File: src/hw/rtl/cxps_pkg.sv
// ----------------------------------------------------------------------------
// cxps_pkg
// Shared types and constants for the circular cross-correlation peak search.
// ----------------------------------------------------------------------------
package cxps_pkg;

  // vector geometry
  localparam int BINS    = 12;
  localparam int IDX_W   = $clog2(BINS);
  localparam int LEVEL_W = 16;
  localparam int SHIFT_W = 6;

  // arithmetic widths
  localparam int ENERGY_W   = 40;
  localparam int ROOT_SHIFT = 24;
  localparam int ROOT_IN_W  = ENERGY_W + ROOT_SHIFT;
  localparam int ROOT_W     = ROOT_IN_W / 2;
  localparam int PROD_W     = 2 * ROOT_W;
  localparam int DIV_BITS   = 40;
  localparam int CNT_W      = $clog2(DIV_BITS);
  localparam int SCORE_W    = 17;
  localparam logic [SCORE_W-1:0] SCORE_ONE = 17'h10000;

  // configuration port
  localparam int PADDR_W = 3;
  localparam int PDATA_W = 32;
  localparam logic REG_SEARCH_ALL = 1'b0;

  typedef struct packed {
    logic [LEVEL_W-1:0] this_level;
    logic [LEVEL_W-1:0] that_level;
    logic               last_bin;
    logic               this_is_end;
    logic               that_is_end;
  } in_t;

  typedef struct packed {
    logic [SCORE_W-1:0] score;
    logic [SHIFT_W-1:0] best_shift;
    logic               zero_energy;
  } out_t;

endpackage

File: src/hw/rtl/circular_xcorr_peak_search_top.sv
// ----------------------------------------------------------------------------
// circular_xcorr_peak_search_top
// Loads two chroma vectors bin by bin, finds the best circular correlation
// shift and reports the score normalized by the vector roots.
// ----------------------------------------------------------------------------
//  channel   handshake            payload
//  input     start / busy         in_data  (in_t)
//  result    out_valid strobe     out_data (out_t)
//  config    APB psel/penable     paddr, pwdata, prdata
//
//  A bin without last_bin is only stored and leaves the block idle. A last
//  bin starts a run through one shared multiplier: (2 + shifts) passes over
//  the vector RAMs, 2 * ROOT_W root steps, one root product, one range check
//  and DIV_BITS divide steps; a zero energy ends the run after the passes and
//  the range check can end it before the divide. End markers report without a run.
//  Reset clears control state only. The result strobe lasts one cycle and
//  cannot be stalled.
// ----------------------------------------------------------------------------
module circular_xcorr_peak_search_top
  import cxps_pkg::*;
(
  input  logic               clk,
  input  logic               rst_n,
  input  logic               start,
  output logic               busy,
  input  in_t                in_data,
  output logic               out_valid,
  output out_t               out_data,
  input  logic               psel,
  input  logic               penable,
  input  logic               pwrite,
  input  logic [PADDR_W-1:0] paddr,
  input  logic [PDATA_W-1:0] pwdata,
  output logic [PDATA_W-1:0] prdata,
  output logic               pready
);

  localparam logic [2:0] ST_IDLE = 3'd0;
  localparam logic [2:0] ST_PASS = 3'd1;
  localparam logic [2:0] ST_SQRT = 3'd2;
  localparam logic [2:0] ST_MUL  = 3'd3;
  localparam logic [2:0] ST_DCHK = 3'd4;
  localparam logic [2:0] ST_DIV  = 3'd5;

  localparam logic [1:0] KIND_EA   = 2'd0;
  localparam logic [1:0] KIND_EB   = 2'd1;
  localparam logic [1:0] KIND_CORR = 2'd2;

  localparam int SQ_REM_W = ROOT_W + 4;

  logic [2:0]          state_r;
  logic [1:0]          kind_r;
  logic                search_r;
  logic [IDX_W-1:0]    load_r;
  logic [IDX_W-1:0]    j_r;
  logic [IDX_W-1:0]    k_r;
  logic [IDX_W-1:0]    shift_r;
  logic [IDX_W-1:0]    best_shift_r;
  logic                iss_r;
  logic                v1_r;
  logic                l1_r;
  logic                v2_r;
  logic                l2_r;
  logic [PROD_W-1:0]   mul_r;
  logic [ENERGY_W-1:0] acc_r;
  logic [ENERGY_W-1:0] ea_r;
  logic [ENERGY_W-1:0] eb_r;
  logic [ENERGY_W-1:0] best_r;
  logic [ROOT_IN_W-1:0] src_r;
  logic [SQ_REM_W-1:0] sq_rem_r;
  logic [ROOT_W-1:0]   sq_q_r;
  logic                root_sel_r;
  logic [ROOT_W-1:0]   ra_r;
  logic [ROOT_W-1:0]   rb_r;
  logic [PROD_W-1:0]   dv_rem_r;
  logic [DIV_BITS-1:0] dv_q_r;
  logic [CNT_W-1:0]    cnt_r;
  logic                out_valid_r;
  out_t                out_r;

  logic                accept;
  logic                cfg_write;
  logic [LEVEL_W-1:0]  rd_a;
  logic [LEVEL_W-1:0]  rd_b;
  logic [ROOT_W-1:0]   mul_x;
  logic [ROOT_W-1:0]   mul_y;
  logic [PROD_W-1:0]   mul_p;
  logic [ENERGY_W-1:0] total;
  logic                last_shift;
  logic [SQ_REM_W-1:0] sq_sh;
  logic [SQ_REM_W-1:0] sq_trial;
  logic                sq_ge;
  logic [SQ_REM_W-1:0] sq_rem_nxt;
  logic [ROOT_W-1:0]   sq_q_nxt;
  logic [PROD_W:0]     dv_sh;
  logic [PROD_W:0]     dv_diff;
  logic                dv_ge;
  logic [PROD_W-1:0]   dv_rem_nxt;
  logic [DIV_BITS-1:0] dv_q_nxt;
  logic [SCORE_W-1:0]  dv_score;
  logic [IDX_W-1:0]    load_nxt;
  logic [IDX_W-1:0]    k_nxt;

  assign accept    = start && !busy;
  assign busy      = (state_r != ST_IDLE);
  assign cfg_write = psel && penable && pwrite;
  assign pready    = 1'b1;
  assign prdata    = (paddr[2] == REG_SEARCH_ALL) ? PDATA_W'(search_r) : '0;
  assign out_valid = out_valid_r;
  assign out_data  = out_r;

  // vector stores
  cxps_ram #(.WIDTH(LEVEL_W), .DEPTH(BINS)) u_ram_a (
    .clk   (clk),
    .we    (accept),
    .waddr (load_r),
    .wdata (in_data.this_level),
    .raddr (j_r),
    .rdata (rd_a)
  );

  cxps_ram #(.WIDTH(LEVEL_W), .DEPTH(BINS)) u_ram_b (
    .clk   (clk),
    .we    (accept),
    .waddr (load_r),
    .wdata (in_data.that_level),
    .raddr (k_r),
    .rdata (rd_b)
  );

  // route operands into the shared multiplier
  always_comb begin
    if (state_r == ST_MUL) begin
      mul_x = ra_r;
      mul_y = rb_r;
    end else begin
      mul_x = ROOT_W'((kind_r == KIND_EB) ? rd_b : rd_a);
      mul_y = ROOT_W'((kind_r == KIND_EA) ? rd_a : rd_b);
    end
    mul_p = mul_x * mul_y;
  end

  // pass sum and slot counters
  assign total      = acc_r + mul_r[ENERGY_W-1:0];
  assign last_shift = !search_r || (shift_r == IDX_W'(BINS - 1));
  assign load_nxt   = (load_r == IDX_W'(BINS - 1)) ? '0 : load_r + 1'b1;
  assign k_nxt      = (k_r == IDX_W'(BINS - 1)) ? '0 : k_r + 1'b1;

  // one root digit per step
  always_comb begin
    sq_sh      = {sq_rem_r[SQ_REM_W-3:0], src_r[ROOT_IN_W-1 -: 2]};
    sq_trial   = {2'b00, sq_q_r, 2'b01};
    sq_ge      = (sq_sh >= sq_trial);
    sq_rem_nxt = sq_ge ? (sq_sh - sq_trial) : sq_sh;
    sq_q_nxt   = {sq_q_r[ROOT_W-2:0], sq_ge};
  end

  // one quotient bit per step, divisor held in mul_r
  always_comb begin
    dv_sh      = {dv_rem_r, 1'b0};
    dv_diff    = dv_sh - {1'b0, mul_r};
    dv_ge      = (dv_sh >= {1'b0, mul_r});
    dv_rem_nxt = dv_ge ? dv_diff[PROD_W-1:0] : dv_sh[PROD_W-1:0];
    dv_q_nxt   = {dv_q_r[DIV_BITS-2:0], dv_ge};
    dv_score   = (dv_q_nxt > DIV_BITS'(SCORE_ONE)) ? SCORE_ONE : dv_q_nxt[SCORE_W-1:0];
  end

  // sequencer
  always_ff @(posedge clk) begin
    if (!rst_n) begin
      state_r     <= ST_IDLE;
      search_r    <= 1'b1;
      load_r      <= '0;
      iss_r       <= 1'b0;
      v1_r        <= 1'b0;
      l1_r        <= 1'b0;
      v2_r        <= 1'b0;
      l2_r        <= 1'b0;
      out_valid_r <= 1'b0;
    end else begin
      out_valid_r <= 1'b0;

      // take a register write
      if (cfg_write && (paddr[2] == REG_SEARCH_ALL)) begin
        search_r <= pwdata[0];
      end

      // multiply-accumulate pipeline
      v1_r <= iss_r;
      l1_r <= iss_r && (j_r == IDX_W'(BINS - 1));
      v2_r <= v1_r;
      l2_r <= l1_r;
      if (v1_r || (state_r == ST_MUL)) begin
        mul_r <= mul_p;
      end

      unique case (state_r)
        ST_IDLE: begin
          if (accept) begin
            load_r <= in_data.last_bin ? '0 : load_nxt;
            if (in_data.last_bin) begin
              if (in_data.this_is_end || in_data.that_is_end) begin
                out_valid_r          <= 1'b1;
                out_r.score          <= (in_data.this_is_end && in_data.that_is_end) ?
                                        SCORE_ONE : '0;
                out_r.best_shift     <= '0;
                out_r.zero_energy    <= 1'b0;
              end else begin
                state_r      <= ST_PASS;
                kind_r       <= KIND_EA;
                j_r          <= '0;
                k_r          <= '0;
                iss_r        <= 1'b1;
                acc_r        <= '0;
                shift_r      <= '0;
                best_r       <= '0;
                best_shift_r <= '0;
              end
            end
          end
        end

        ST_PASS: begin
          // issue reads
          if (iss_r) begin
            j_r <= j_r + 1'b1;
            k_r <= k_nxt;
            if (j_r == IDX_W'(BINS - 1)) begin
              iss_r <= 1'b0;
            end
          end
          // accumulate, close the pass on its last product
          if (v2_r) begin
            acc_r <= total;
          end
          if (l2_r) begin
            acc_r <= '0;
            j_r   <= '0;
            iss_r <= 1'b1;
            case (kind_r)
              KIND_EA: begin
                ea_r   <= total;
                kind_r <= KIND_EB;
                k_r    <= '0;
              end
              KIND_EB: begin
                eb_r    <= total;
                kind_r  <= KIND_CORR;
                k_r     <= '0;
                shift_r <= '0;
              end
              default: begin
                if (total > best_r) begin
                  best_r       <= total;
                  best_shift_r <= shift_r;
                end
                if (last_shift) begin
                  iss_r <= 1'b0;
                  if ((ea_r == '0) || (eb_r == '0)) begin
                    state_r           <= ST_IDLE;
                    out_valid_r       <= 1'b1;
                    out_r.score       <= '0;
                    out_r.best_shift  <= '0;
                    out_r.zero_energy <= 1'b1;
                  end else begin
                    state_r    <= ST_SQRT;
                    src_r      <= {ea_r, ROOT_SHIFT'(0)};
                    sq_rem_r   <= '0;
                    sq_q_r     <= '0;
                    root_sel_r <= 1'b0;
                    cnt_r      <= '0;
                  end
                end else begin
                  shift_r <= shift_r + 1'b1;
                  k_r     <= shift_r + 1'b1;
                end
              end
            endcase
          end
        end

        ST_SQRT: begin
          src_r    <= src_r << 2;
          sq_rem_r <= sq_rem_nxt;
          sq_q_r   <= sq_q_nxt;
          cnt_r    <= cnt_r + 1'b1;
          if (cnt_r == CNT_W'(ROOT_W - 1)) begin
            cnt_r    <= '0;
            sq_rem_r <= '0;
            sq_q_r   <= '0;
            if (!root_sel_r) begin
              ra_r       <= sq_q_nxt;
              src_r      <= {eb_r, ROOT_SHIFT'(0)};
              root_sel_r <= 1'b1;
            end else begin
              rb_r    <= sq_q_nxt;
              state_r <= ST_MUL;
            end
          end
        end

        ST_MUL: begin
          state_r <= ST_DCHK;
        end

        ST_DCHK: begin
          out_r.best_shift  <= SHIFT_W'(best_shift_r);
          out_r.zero_energy <= 1'b0;
          if (PROD_W'(best_r) >= mul_r) begin
            state_r     <= ST_IDLE;
            out_valid_r <= 1'b1;
            out_r.score <= SCORE_ONE;
          end else begin
            state_r  <= ST_DIV;
            dv_rem_r <= PROD_W'(best_r);
            dv_q_r   <= '0;
            cnt_r    <= '0;
          end
        end

        ST_DIV: begin
          dv_rem_r <= dv_rem_nxt;
          dv_q_r   <= dv_q_nxt;
          cnt_r    <= cnt_r + 1'b1;
          if (cnt_r == CNT_W'(DIV_BITS - 1)) begin
            state_r     <= ST_IDLE;
            out_valid_r <= 1'b1;
            out_r.score <= dv_score;
          end
        end

        default: begin
          state_r <= ST_IDLE;
        end
      endcase
    end
  end

endmodule

File: src/hw/rtl/cxps_ram.sv
// ----------------------------------------------------------------------------
// cxps_ram
// Generic single-write, single-read RAM with registered read data.
// ----------------------------------------------------------------------------
module cxps_ram #(
  parameter int WIDTH = 16,
  parameter int DEPTH = 12,
  localparam int AW = (DEPTH > 1) ? $clog2(DEPTH) : 1
) (
  input  logic             clk,
  input  logic             we,
  input  logic [AW-1:0]    waddr,
  input  logic [WIDTH-1:0] wdata,
  input  logic [AW-1:0]    raddr,
  output logic [WIDTH-1:0] rdata
);

  logic [WIDTH-1:0] mem_r [DEPTH];
  logic [WIDTH-1:0] rdata_r;

  // write port and registered read port
  always_ff @(posedge clk) begin
    if (we) begin
      mem_r[waddr] <= wdata;
    end
    rdata_r <= mem_r[raddr];
  end

  assign rdata = rdata_r;

endmodule
File: config.mk
export PLATFORM = sky130hd
export DESIGN_NAME = circular_xcorr_peak_search_top
export DESIGN_NICKNAME = d
export VERILOG_FILES = /design/src/hw/rtl/cxps_pkg.sv /design/src/hw/rtl/circular_xcorr_peak_search_top.sv /design/src/hw/rtl/cxps_ram.sv
export SDC_FILE = /design/constraint.sdc
export NUM_CORES = 2
export LEC_CHECK = 0
export BUFFER_PORTS_ARGS = -buffer_cell sky130_fd_sc_hd__buf_4
export CORE_MARGIN = 2
export CORE_UTILIZATION = 50
export CTS_CLUSTER_DIAMETER = 30
export CTS_CLUSTER_SIZE = 24
export DETAILED_ROUTE_END_ITERATION = 16
export GPL_TIMING_DRIVEN = 0
export PLACE_DENSITY = 0.66
export SETUP_SLACK_MARGIN = 0.5
export SLEW_MARGIN = 20
export SYNTH_ARGS = -nofsm -noshare
export SYNTH_HDL_FRONTEND = slang
export SYNTH_SLANG_ARGS = --single-unit
File: constraint.sdc
create_clock -name clk -period 24.2 [get_ports clk]
set_input_delay 1.21 -clock clk [delete_from_list [all_inputs] [get_ports clk]]
set_output_delay 1.21 -clock clk [all_outputs]
set_load 0.1 [all_outputs]
; After elaboration in Yosys (flattened, before gate mapping)
; Memory sizes are Yosys's and may differ from the RTL's. A register that Yosys moved wholly into a read port is not among the register bits.
; Index checks and enable logic that the tools add are counted.
[op_classes]
n_eq_ne = 32
magnitude_cmp = 5
add_sub_neg = 8
n_reduce_logical = 44
mul = 1
n_mux = 127
bitwise_logic = 2
[ops]
columns = operator, n
row1 = 2-to-1 mux 64 bit, 8
row2 = 2-to-1 mux 40 bit, 8
row3 = one-hot mux 64 bit (2 select lines), 2
row4 = 2-to-1 mux 32 bit, 7
row5 = 2-to-1 mux 34 bit, 6
row6 = 2-to-1 mux 24 bit, 7
row7 = one-hot mux 40 bit (2 select lines), 2
row8 = logical NOT 40 bit, 2
row9 = one-hot mux 39 bit (2 select lines), 1
row10 = 2-to-1 mux 17 bit, 4
row11 = 2-to-1 mux 4 bit, 17
row12 = one-hot mux 17 bit (4 select lines), 1
row13 = one-hot mux 34 bit (2 select lines), 1
row14 = greater-or-equal comparator 65 x 64 -> 1 bit, 1
row15 = greater-or-equal comparator 40 x 64 -> 1 bit, 1
row16 = multiplier 32 x 32 -> 64 bit, 1
row17 = one-hot mux 32 bit (2 select lines), 1
row18 = subtractor 64 bit, 1
row19 = adder 40 bit, 1
row20 = > comparator 40 x 17 -> 1 bit (second input constant), 1
row21 = > comparator 40 bit, 1
row22 = one-hot mux 4 bit (2 select lines), 5
row23 = 2-to-1 mux 39 bit, 1
row24 = greater-or-equal comparator 36 x 34 -> 1 bit, 1
row25 = 42 further kinds, 138
[word_totals]
inputBits = 76
regBits = 584
out_inout_bits = 59
ram_bits = 384
memories = 2
[mem_list]
columns = name, words, word_bits, read_ports, rd_clocked_by_memory_dff, wr, line
row1 = u_ram_a.mem_r, 12, 16, 1, 1, 1, cxps_ram.sv:18  ; logic [WIDTH-1:0] mem_r [DEPTH];
row2 = u_ram_b.mem_r, 12, 16, 1, 1, 1, cxps_ram.sv:18

; Longest topological paths before layout
[depth]
depth_word = 7
depth_mapped = 35

; Modules after synthesis
; From an unflattened synthesis, not the netlist that was laid out.
[hier_totals]
cells_unflattened = 7554
area_unflattened_um2 = 81162.8
[modules_own_cells]
columns = module, area_each_um2, n_inst, cells_per_inst, seq_area_each_um2
row1 = circular_xcorr_peak_search_top, 65943.2, 1, 6870, 16615.9
row2 = cxps_ram, 7609.8, 2, 342, 6085.8

; Least setup slack after synthesis
; Ideal clock, no wire load.
[synth_timing]
path_type = register to register
startpoint = register state_r[0]
endpoint = register mul_r[60] (data pin)
path_slack_ns = 15.403
path_buffers = 5
path_stages_with_launch = 33
required_time_ns = 23.924
arrival_ns = 8.520
path_cell_list = dfxtp_1 > clkbuf_1 > and3_1 > clkbuf_1 > clkbuf_1 > clkbuf_1 > a21oi_1 > a21oi_1 > clkbuf_1 > nor2_1 > fa_1 > fa_1 > fa_1 > inv_1 > fa_1 > inv_1 > fa_1 > inv_1 > fa_1 > inv_1 > fa_1 > fa_1 > ha_1 > inv_1 > nor2_1 > nand2_1 > o221ai_1 > nor2b_4 > a2111oi_2 > o21ai_2 > o31a_1 > o311ai_0 > o311ai_1
[synth_via]
elab_chain_len = 3
[synth_lines]
columns = item, line
row1 = from (decl), circular_xcorr_peak_search_top.sv:51  ; logic [2:0] state_r;
row2 = from (signal assigned), circular_xcorr_peak_search_top.sv:171  ; state_r <= ST_IDLE;
row3 = from (signal assigned), circular_xcorr_peak_search_top.sv:209  ; state_r <= ST_PASS;
row4 = from (signal assigned), circular_xcorr_peak_search_top.sv:260  ; state_r <= ST_IDLE;
row5 = equality test 3 x 2 -> 1 bit *, circular_xcorr_peak_search_top.sv:133  ; if (state_r == ST_MUL) begin
row6 = 2-to-1 mux 32 bit, circular_xcorr_peak_search_top.sv:133
row7 = multiplier 32 x 32 -> 64 bit *, circular_xcorr_peak_search_top.sv:140  ; mul_p = mul_x * mul_y;
row8 = net mul_p[60], circular_xcorr_peak_search_top.sv:87  ; logic [PROD_W-1:0] mul_p;
row9 = to (signal assigned), circular_xcorr_peak_search_top.sv:194  ; mul_r <= mul_p;
row10 = to (decl), circular_xcorr_peak_search_top.sv:64  ; logic [PROD_W-1:0] mul_r;
; The timed path passes the listed nets; every way through them passes the cells marked *.
; A chain may end at the register's enable or synchronous reset.

; Worst setup path in the final report
[layout_timing]
startpoint = register state_r[0]
endpoint = register mul_r[62] (data pin)
; Same word-level chain as after synthesis.

==> run metrics <==
status complete, no violations; initial antenna violation count 21; CTS root buf clkbuf_16; cell taking the most area after synthesis edfxtp_1; area fraction of the dominant cell type after synthesis 34.4%; global-route wire length before repair 403000 µm; CP max-delay cell clkbuf_1; Port-buffer cells 67; Num Clock Sinks 974; final core occ 57.4%; Hold Vio Cnt, Final 0; vias in the first global route 61307; Crit path top cell by count fa_1; die width 406 µm; drt total wl 274000 µm; share of layout cells above drive strength 1 8.62%; Crit. End Element register; Largest stage delay, worst path 960 ps; Clock Path Buffers 3; drt drc 0; mapped cell area 80900 µm²; syn avg cell area 10.8 µm²; MaxCap Viol Count 0; Post-DRT Antenna Nets 0; Crit Path Class reg -> reg; f_max 0.0820 GHz; Rows 147; total clock buffers created by CTS 199; Post-synth top cells 1119 x inv_1, 928 x edfxtp_1, 898 x fa_1; Crit path max-delay family adder cells; WP data required 24720 ps; max-slew violations 0; worst hold-check path type reg -> reg; Final period util 50.4%; H-tree levels 4; Chip Height 406 µm; core footprint 161000 µm²; Worst Setup EP mul_r[62]; Most used DFF post-synth edfxtp_1; CP Depth 31; Clock Pin Slew Worst Setup and Hold Paths 50 ps; Data arrival, critical path 12720 ps; Post-CTS Setup Inserts 0; Worst setup startpoint state_r[0]; crit start category register; Worst R2R Path Depth 31; setup_tns 0 ps; total grt overflow 0; Vias 60493; Yosys cell types 97; die area 165000 µm²; Reg-to-Reg Start state_r[0]; DR iter-0 viols 6609; FF-to-FF setup slack 12000 ps; wire length per cell 26.8 µm; total global-route track usage 33.6%; Ys Warns 0; Final Worst Setup Slack 12000 ps; worst slack, placed 12490 ps; CP Max Fanout 10; EDFF count, synth 928; Min Hold Slack 444 ps; post-CTS resize count 0; area grow syn2layout 13.9%; clk_lat worst skew 840 ps; drt via density 5.92; Clock Skew 77.4 ps; synth top area cells edfxtp_1 34%, fa_1 22%, ha_1 7.5%, inv_1 5.2%, and3_1 3.6%; post-synthesis sequential area ratio 35.6%; RSZ-0062 raised after global routing no; Initial Utilization 50.4%; count leader, synth inv_1; CTS tree done; final setup fails 0; r2r endpoint mul_r[62]; Worst-Margin Slew 1310 ps; IO Count 135; WP buf/inv 11; min cycle time layout 12200 ps; Syn Inst Count 7525; Post-CTS Hold Fix Bufs 0; post-synthesis register bit count 974; Max transition margin 12.6%; routability cong. 1.07; largest net degree at the start of global routing 31; async set or reset register ratio after synthesis 0%; Final nets 9327; Pre-antenna DRT Iters 6; DP Wirelength 212000 µm
## logic make-up after synthesis
kind of cell | Yosys count | synth area share (%)
compound gates | 997 | 7.67
mux | 228 | 4.31
other cells | 2 | 0.00928
simple gates | 2210 | 13.3
buf+inv | 1546 | 7.43
flops | 974 | 35.6
xor+xnor | 182 | 1.97
fa+ha+maj | 1386 | 29.8
## layer usage
layer | track usage (%) | wire length (µm) | vias up | part of all wire, %
met3 | 9.11 | 30000 | 692 | 11
met5 | 0 | 87 | - | 0.032
li1 | - | - | 26068 | -
met2 | 49.7 | 118000 | 3371 | 43
met1 | 45.1 | 109000 | 30352 | 40
met4 | 17.9 | 16800 | 10 | 6.1
## state kept, by name (all words and copies together) (netlist names), 32 cells and up
signal and flops:
mul_r 64, rb_r 32, best_r 40, u_ram_b.mem_r 192, dv_q_r 39, u_ram_a.mem_r 192
dv_rem_r 64, acc_r 40, sq_q_r 32, sq_rem_r 34, src_r 40, eb_r 40
ea_r 40, ra_r 32
## through the flow
| stage | cell area [µm²] | cells |
|---|---|---|
| finish | 92100 | 10211 |
| global route | 92100 | 10205 |
| CTS | 92100 | 10202 |
| detailed placement | 85100 | 9824 |
| global placement | 84200 | 9784 |
| floorplan | 81000 | 7557 |
## worst reg2reg max path, delay by kind of cell (launching register included)
| family | cells | cell delay [ps] |
|---|---|---|
| buffers and inverters | 11 | 3920 |
| DFF | 1 | 300 |
| AOI/OAI and AO/OA | 6 | 1970 |
| xor gates and xnor gates | 1 | 200 |
| and+or+nand+nor | 4 | 1140 |
| adders and majority gates | 9 | 4380 |
## how the worst min path moves through the flow
stage	start	to	slack (ps)	cells past startpoint
after floorplan	l1_r	l2_r	410	1
after global placement	v1_r	v2_r	450	1
after detailed placement	v1_r	v2_r	450	1
after CTS	sq_q_r[13]	rb_r[14]	440	0
after global routing	sq_q_r[14]	ra_r[15]	460	0
final	sq_q_r[13]	rb_r[14]	440	0
## final cells by class
type | count | area (µm²)
Timing Repair Buffer | 107 | 1200
Tap cell | 2160 | 2700
Buffer | 423 | 1810
Inverter | 1123 | 4220
Sequential cell | 974 | 28800
Multi-Input combinational cell | 5037 | 46400
Fill cell | 13378 | 68400
Antenna cell | 9 | 22.5
Clock inverter | 141 | 1800
Clock buffer | 237 | 5250
## layout by cell type, fill, tap and decap left out, drive strengths merged, types with 136 or more instances in the layout
master,instances
nand2,673
ha,488
nor2,514
a21o,136
inv,1139
fa,898
and3,461
a21oi,311
clkbuf,590
edfxtp,928
o21ai,281
buf,177
Power is left out: the tool's default activity adds up to more than one toggle a clock period on the data nets, which glitch-free logic cannot reach.
